**src/sv/gbe_pkg.sv**
```systemverilog
// ----------------------------------------------------------------------------
// gbe_pkg
// Shared types and codes of the gap-buffer edit engine.
// ----------------------------------------------------------------------------
package gbe_pkg;

   localparam logic [1:0] FUNC_INSERT = 2'd0;
   localparam logic [1:0] FUNC_DELETE = 2'd1;
   localparam logic [1:0] FUNC_READ   = 2'd2;
   localparam logic [1:0] FUNC_NONE   = 2'd3;

   // Classified item: position and count already folded and clamped at zero
   // where that does not depend on the text.
   typedef struct packed {
      logic [1:0]         kind;
      logic signed [15:0] pos;
      logic signed [15:0] cnt;
      logic [7:0]         data;
   } item_type;

endpackage

```
**src/sv/gbe_front.sv**
```systemverilog
// ----------------------------------------------------------------------------
// gbe_front
// Accept request beats, classify them, and hold them in a two-entry queue.
// ----------------------------------------------------------------------------
module gbe_front (
   input  logic                 clock,
   input  logic                 reset,
   input  logic                 start,
   output logic                 busy,
   input  logic [1:0]           req_func,
   input  logic signed [13:0]   req_position,
   input  logic signed [13:0]   req_count,
   input  logic [7:0]           req_data_byte,
   input  logic                 pop,
   output logic                 head_valid,
   output gbe_pkg::item_type    head
);

   gbe_pkg::item_type q_ff [2];
   logic              wr_ptr_ff, wr_ptr_in;
   logic              rd_ptr_ff, rd_ptr_in;
   logic [1:0]        fill_ff, fill_in;
   gbe_pkg::item_type cls;
   logic              push;
   logic              do_pop;
   logic signed [15:0] pos_x, cnt_x, p_t, n_t;

   // classify
   always_comb begin
      pos_x = {{2{req_position[13]}}, req_position};
      cnt_x = {{2{req_count[13]}}, req_count};
      p_t   = pos_x;
      n_t   = cnt_x;
      unique case (req_func)
         gbe_pkg::FUNC_INSERT: begin
            if (pos_x < 0) p_t = '0;
         end
         gbe_pkg::FUNC_DELETE: begin
            // fold a negative count, then cut the region at zero
            if (cnt_x < 0) begin
               p_t = pos_x + cnt_x;
               n_t = -cnt_x;
            end
            if (p_t < 0) begin
               n_t = n_t + p_t;
               p_t = '0;
            end
         end
         gbe_pkg::FUNC_READ: begin
            p_t = pos_x;
         end
         gbe_pkg::FUNC_NONE: begin
            p_t = '0;
            n_t = '0;
         end
      endcase
      cls.kind = req_func;
      cls.pos  = p_t;
      cls.cnt  = n_t;
      cls.data = req_data_byte;
   end

   assign busy       = (fill_ff == 2'd2);
   assign push       = start && !busy;
   assign head_valid = (fill_ff != 2'd0);
   assign do_pop     = pop && head_valid;
   assign head       = q_ff[rd_ptr_ff];

   always_comb begin
      wr_ptr_in = wr_ptr_ff ^ push;
      rd_ptr_in = rd_ptr_ff ^ do_pop;
      fill_in   = fill_ff + {1'b0, push} - {1'b0, do_pop};
   end

   always_ff @(posedge clock) begin
      if (reset) begin
         wr_ptr_ff <= 1'b0;
         rd_ptr_ff <= 1'b0;
         fill_ff   <= 2'd0;
      end else begin
         wr_ptr_ff <= wr_ptr_in;
         rd_ptr_ff <= rd_ptr_in;
         fill_ff   <= fill_in;
      end
   end

   always_ff @(posedge clock) begin
      if (push) q_ff[wr_ptr_ff] <= cls;
   end

endmodule

```
**config.mk**
```make
export PLATFORM = sky130hd
export DESIGN_NAME = gbe_front
export DESIGN_NICKNAME = d
export VERILOG_FILES = /design/src/sv/gbe_pkg.sv /design/src/sv/gbe_front.sv
export SDC_FILE = /design/constraint.sdc
export NUM_CORES = 1
export LEC_CHECK = 0
export ABC_CLOCK_PERIOD_IN_PS = 3200
export BUFFER_PORTS_ARGS = -buffer_cell sky130_fd_sc_hd__buf_2
export CAP_MARGIN = 20
export CELL_PAD_IN_SITES_DETAIL_PLACEMENT = 0
export CELL_PAD_IN_SITES_GLOBAL_PLACEMENT = 1
export CORE_MARGIN = 2
export CORE_UTILIZATION = 43
export CTS_BUF_LIST = sky130_fd_sc_hd__clkbuf_4
export CTS_CLUSTER_SIZE = 30
export DETAILED_ROUTE_END_ITERATION = 16
export HOLD_SLACK_MARGIN = 0.03
export PLACE_DENSITY = 0.82
export SYNTH_ARGS = -nofsm -noshare
export SYNTH_HDL_FRONTEND = slang
export SYNTH_SLANG_ARGS = --single-unit
```
**constraint.sdc**
```tcl
create_clock -name clock -period 3.2 [get_ports clock]
set_clock_uncertainty 0.05 [all_clocks]
set_input_delay 0.16 -clock clock [delete_from_list [all_inputs] [get_ports clock]]
set_output_delay 0.16 -clock clock [all_outputs]
set_load 0.1 [all_outputs]
```
# After elaboration in Yosys (flattened, before gate mapping)
# Memory sizes are Yosys's and may differ from the RTL's. A register that Yosys moved wholly into a read port is not among the register bits.
# Index checks and enable logic that the tools add are counted.
# totals
register_bits,4
latchBits,0
ram_bits,84
rom_bits,0
output_inout_bits,44
wordCells,35
n_memories,1
# op_classes
addsub,5
multipliers,0
div_mod_pow,0
n_lt_le_gt_ge,3
n_eq_ne,4
shifts,0
mux,12
bitwise_logic,2
reduce_logical,5
# memory_table
memory,words,word_bits,rd,rd_clocked_by_memory_dff,wr,line_no,text
q_ff,2,42,1,1,1,gbe_front.sv:19,gbe_pkg::item_type q_ff [2];
# op_table
cell,count
16-bit 2-to-1 mux,7
16-bit one-hot mux with 4 select lines,1
16-bit one-hot mux with 2 select lines,1
"14-bit by 1-bit less-than comparator with 1-bit output, second input constant",2
16-bit adder,1
"16-bit by 1-bit less-than comparator with 1-bit output, second input constant",1
14-bit negator with 16-bit output,1
14-bit by 14-bit adder with 15-bit output,1
"2-bit == test, second input constant",3
1-bit 2-to-1 mux,3
2-bit by 1-bit adder with 2-bit output,1
"2-bit by 1-bit == test with 1-bit output, second input constant",1
1-bit logical AND,2
2-bit zero test,1
2-bit nonzero test,1
2-bit by 1-bit subtractor with 2-bit output,1
1-bit XOR,2
1-bit zero test,1

# Longest topological paths before layout
# logic_depth
word_depth,6
ltp_mapped,17

# Least setup slack after synthesis
# OpenSTA, ideal clock, no wires.
# synth_timing
kind,input to register
from,input req_position[0]
to,"memory q_ff[0][21] in the netlist's numbering, data pin"
arrival_ps,3244
t_required_ps,3007
slack_ps,-237
path_stages,17
path_buffers,0
path_cell_list,ha_1 inv_1 fa_1 nand2b_1 a21oi_2 o31ai_1 a21boi_0 o21ai_0 a31o_2 ha_1 nand3_1 o21ai_0 nor2_1 a31oi_1 a31oi_1 or4_1 nand4_1
# synth_via
elab_chain_len,6
elab_cells_between_ends,7
classes_between,add/sub (2); order compare (1); mux (4)
# synth_rtl
element,line_no,text
"start, declared",gbe_front.sv:11,"input logic signed [13:0] req_position,"
14-bit by 14-bit adder with 15-bit output,gbe_front.sv:41,p_t = pos_x + cnt_x;
16-bit 2-to-1 mux *,gbe_front.sv:40,if (cnt_x < 0) begin
16-bit 2-to-1 mux *,gbe_front.sv:34,unique case (req_func)
16-bit adder / 16-bit by 1-bit less-than comparator with 1-bit output (equally long branches),"gbe_front.sv:45, gbe_front.sv:44",
16-bit 2-to-1 mux *,gbe_front.sv:44,if (p_t < 0) begin
16-bit one-hot mux with 2 select lines *,gbe_front.sv:34,
via n_t[13],gbe_front.sv:26,"logic signed [15:0] pos_x, cnt_x, p_t, n_t;"
"end, declared",gbe_front.sv:19,
# The timed path passes the listed nets; every way through them passes the cells marked *. The select of a mux whose other input is x is not followed.

# Worst setup path in the final report
# layout_timing
from,input req_count[0]
to,"memory q_ff[1][21] in the netlist's numbering, data pin"
# layout_via
elab_chain_len,6
elab_cells_between_ends,11
classes_between,add/sub (3); order compare (2); mux (6)
# layout_rtl
element,line_no,text
"start, declared",gbe_front.sv:12,"input logic signed [13:0] req_count,"
14-bit negator with 16-bit output (tied with other cells),gbe_front.sv:42,n_t = -cnt_x;
16-bit 2-to-1 mux,gbe_front.sv:40,
16-bit 2-to-1 mux,gbe_front.sv:34,
16-bit adder / 16-bit by 1-bit less-than comparator with 1-bit output (equally long branches),"gbe_front.sv:45, gbe_front.sv:44",
16-bit 2-to-1 mux *,gbe_front.sv:44,
16-bit one-hot mux with 2 select lines *,gbe_front.sv:34,
via n_t[13],gbe_front.sv:26,
# Marks and branches as above.

==> results.tsv <==
metric	value	unit
postLayoutCellArea	6860	sq um
synthesis.area_per_instance	11.7	sq um
critical_path.max_stage_delay	0.43	ns
final_critical_path_setup_slack	0.0852	ns
crit_chain	buf_2 -> ha_2 -> inv_1 -> fa_2 -> nand2b_4 -> a21oi_4 -> o31ai_2 -> a21boi_1 -> o21ai_1 -> a31o_2 -> ha_4 -> nand3_1 -> nor2_1 -> o21ai_1 -> a31oi_2 -> a31oi_1 -> or4_1 -> nand4_1	
power_density	727	nW/um^2
final_antenna_net_count	0	
rsz0062_at_grt	true	
report.final.hold_viol_count	0	
timing_worst_slew_pin_value	1.02	ns
via_count	4315	
most_used_dff_post_synth	edfxtp_1	
maxClockFrequency	321	MHz
rows	40	
layout-area-overhead-vs-synth	26.8	%
num_antenna_cells	0	
synth_top_family_by_area	compound AO/OA/AOI/OAI gates	
synth_seq_area_share	47.0	%
cts.sinks	86	
core-area	12200	sq um
timing.critical_path.to_type	register	
critical_path.slowest_cell	or4_1	
pin_count	86	
finish.net_count	706	
drt-wirelength-per-cell	17.0	microns
clock_insertion_delay_worst_skew	0.42	ns
number_of_synthesized_flops_with_an_enable_pin	82	
portBuffers	85	
critPathArrivalTime	3.36	ns
finalNonFillerCells	800	
post_synth_fa_ha_maj_area_fraction	8.60	%
hold_class	in -> reg	
route.detailed.drc	0	
die_area	13500	sq um
wirelength	13600	microns
grt_pass1_wl	21000	microns
synth_simple_gate_area_share	9.51	%
timing.hold.ws	0.0810	ns
worst_path_dominant_cell_family	compound AO/OA/AOI/OAI gates	
crit_top_cell	o21ai_1	
mappedNetlistNets	539	
r2r_start	fill_ff[0]$_SDFF_PP0_	
beginning_of_the_worst_hold_path	req_func[0]	
final_max_slew_viol_count	0	
cellLeakagePower	2.78	nW
regToRegEndpoint	q_ff[1][13]$_DFFE_PP_	
cts_made_buffers	9	
yosysTopAreaCellShare	45.5	%
run_status	finished, final reports clean	
reg2regPathDepth	4	
synth_compound_area_share	14.5	%
synthMuxAreaShare	11.7	%
max-slew-margin-rel	32.0	%
drt-pass1-iter-count	4	
dominant_cell_type_by_area_after_synthesis	edfxtp_1	
htree_levels	3	
netlist-cell-type-count	64	
bufs_and_invs_on_worst_path	2	
post_synth_instance_area	5410	sq um
dpl_wire_length	10200	microns
hold-path-endpoint	q_ff[0][40]$_DFFE_PP_	
seq_cells_post_synth	86	
max_cap_viol_count	0	
final_critical_path_share_of_the_clock_period	97.3	%
crit_required	3.45	ns
via_count_of_the_first_global_routing_pass	4361	
count_of_endpoints_failing_setup_in_the_final_report	0	
grt_antenna_before_repair	0	
cts_root_buf	clkbuf_4	
final_weighted_congestion_in_routability_driven_placement	0.908	
synth_warnings	0	
placed_cell_area	6580	sq um
syn_inst	461	
initial_cell_density_of_the_core	44.5	%
min_path_cells	1	
post_synth_main_area_contributors	edfxtp_1 46%, mux2_2 10%, ha_1 7.9%	
clk_path_buf_depth	2	
die_width	116	microns
die_height	116	microns
ff2ff_setup_slack	1.27	ns
path_class	in -> reg	
yosys.area_share.xor_xnor	5.50	%
globalRouteTotalUtil	20.4	%
vdd.ir_drop.worst	0.266	mV
gr-total-overflow	0	
detail_route.iter0.violations	344	
asyncSetResetFlopFracSynth	0	%
clock_pin_slew_worst_setup_and_hold_paths	0.13	ns
worst-path-max-fanout	6	
grt_start_max_net_pins	42	
drive_above_1_share	39.9	%
critical_path.startpoint_type	input port	
cts_tree	yes	
place_inst	770	
filler_cell_count	1060	
vias_per_cell	5.39	
place_worst_setup_slack	-0.333	ns
timing.final.crit_period	3.11	ns
-- through the flow --
stage	utilization [%]	setup TNS, ns	power, W
final	56.4	0	0.00499
after global routing	56.4	-0.162	0.00522
after CTS	56.1	0	0.00499
after detailed placement	54.1	-3.76	0.00444
after global placement	54.1	-3.02	0.00441
after floorplan	-	-0.0136	0.00387
-- layout by cell type, fill, tap and decap left out, types with 3 or more instances in the layout --
cell,Yosys,routed
o31ai_1,5,4
or3_1,3,3
o2bb2ai_1,3,3
nand3_1,12,12
o21ai_1,1,8
buf_2,1,85
a31oi_1,5,4
mux2i_1,7,7
ha_2,0,4
nand2_1,20,20
a32o_1,10,10
mux2_2,50,49
ha_1,34,28
dlygate4sd3_1,0,13
a21o_1,6,6
xnor2_1,25,25
nand4_1,3,3
o22ai_1,7,7
dfxtp_1,4,3
o21ai_0,19,12
inv_1,19,19
xor2_1,9,9
edfxtp_1,82,82
o21a_1,3,3
nor2b_1,8,8
clkinvlp_4,0,3
a211oi_1,8,7
nor3_1,8,8
nor2_1,28,28
a21oi_1,18,18
buf_4,1,74
clkbuf_4,0,12
-- cells by family after synthesis --
kind of cell             Yosys count
adder cells (fa/ha/maj)           36
other                              1
buffers and inverters             37
AND/OR/NAND/NOR                  101
XOR/XNOR                          34
AO/OA/AOI/OAI                    109
flip-flops                        86
multiplexers                      57
-- Yosys cell counts, types with 4 or more instances --
| cell | count |
|---|---|
| ha_1 | 34 |
| a211oi_1 | 8 |
| xnor2_1 | 25 |
| nand3_1 | 12 |
| xor2_1 | 9 |
| dfxtp_1 | 4 |
| nor2b_1 | 8 |
| edfxtp_1 | 82 |
| nor2_1 | 28 |
| nand2_1 | 20 |
| mux2i_1 | 7 |
| a32o_1 | 10 |
| o31ai_1 | 5 |
| a31oi_1 | 5 |
| mux2_2 | 50 |
| a21oi_1 | 18 |
| o21ai_0 | 19 |
| a21o_1 | 6 |
| inv_1 | 19 |
| o22ai_1 | 7 |
| nor3_1 | 8 |
| clkbuf_1 | 9 |
-- worst max path at each step --
stage / from / to / slack [ns] / cells after the start
after floorplan: req_count[13] / q_ff[0][20]$_DFFE_PP_ / -0.005 / 12
after global placement: req_position[0] / q_ff[0][21]$_DFFE_PP_ / -0.27 / 18
after detailed placement: req_position[0] / q_ff[0][21]$_DFFE_PP_ / -0.33 / 18
after CTS: req_position[0] / q_ff[1][21]$_DFFE_PP_ / 0.15 / 18
after global routing: req_count[0] / q_ff[1][21]$_DFFE_PP_ / -0.07 / 18
final: req_count[0] / q_ff[1][21]$_DFFE_PP_ / 0.09 / 18
-- power by group --
| group | internal, W | leakage (nW) | switching [W] |
|---|---|---|---|
| Clock | 0.000182 | 0.0556 | 0.000355 |
| Combinational | 0.000804 | 1.91 | 0.00210 |
| Sequential | 0.00146 | 0.812 | 0.0000839 |
| Total | 0.00244 | 2.78 | 0.00254 |
-- cell type report --
cell class | instances | area, sq um | area share (%)
Timing Repair Buffer | 173 | 1130 | 16.5
Multi-Input combinational cell | 338 | 2790 | 40.6
Inverter | 20 | 75.1 | 1.09
Sequential cell | 86 | 2540 | 37.1
Clock inverter | 3 | 22.5 | 0.328
Tap cell | 168 | 210 | 3.06
Clock buffer | 12 | 90.1 | 1.31
-- timing repair --
| action | 4_1_cts | 5_1_grt |
|---|---|---|
| gates resized for setup | 0 | 9 |
| buffers inserted | 0 | 2 |
| endpoints found under the hold margin | 28 | 0 |
| setup endpoints to repair | 0 | 10 |
| hold buffers | 13 | 0 |
-- state kept, by name, summed over array words and instances, names as in the netlist --
signal     count
q_ff          82
fill_ff        2
rd_ptr_ff      1
wr_ptr_ff      1
-- routing by layer --
metal	wire length, microns	track usage [%]	vias to the layer above
met2	6350	34.4	129
met5	0	0	-
met3	618	3.43	26
met1	6250	26.6	2056
li1	-	-	2104
met4	362	7.54	0
Power figures use the tool's default switching activity.
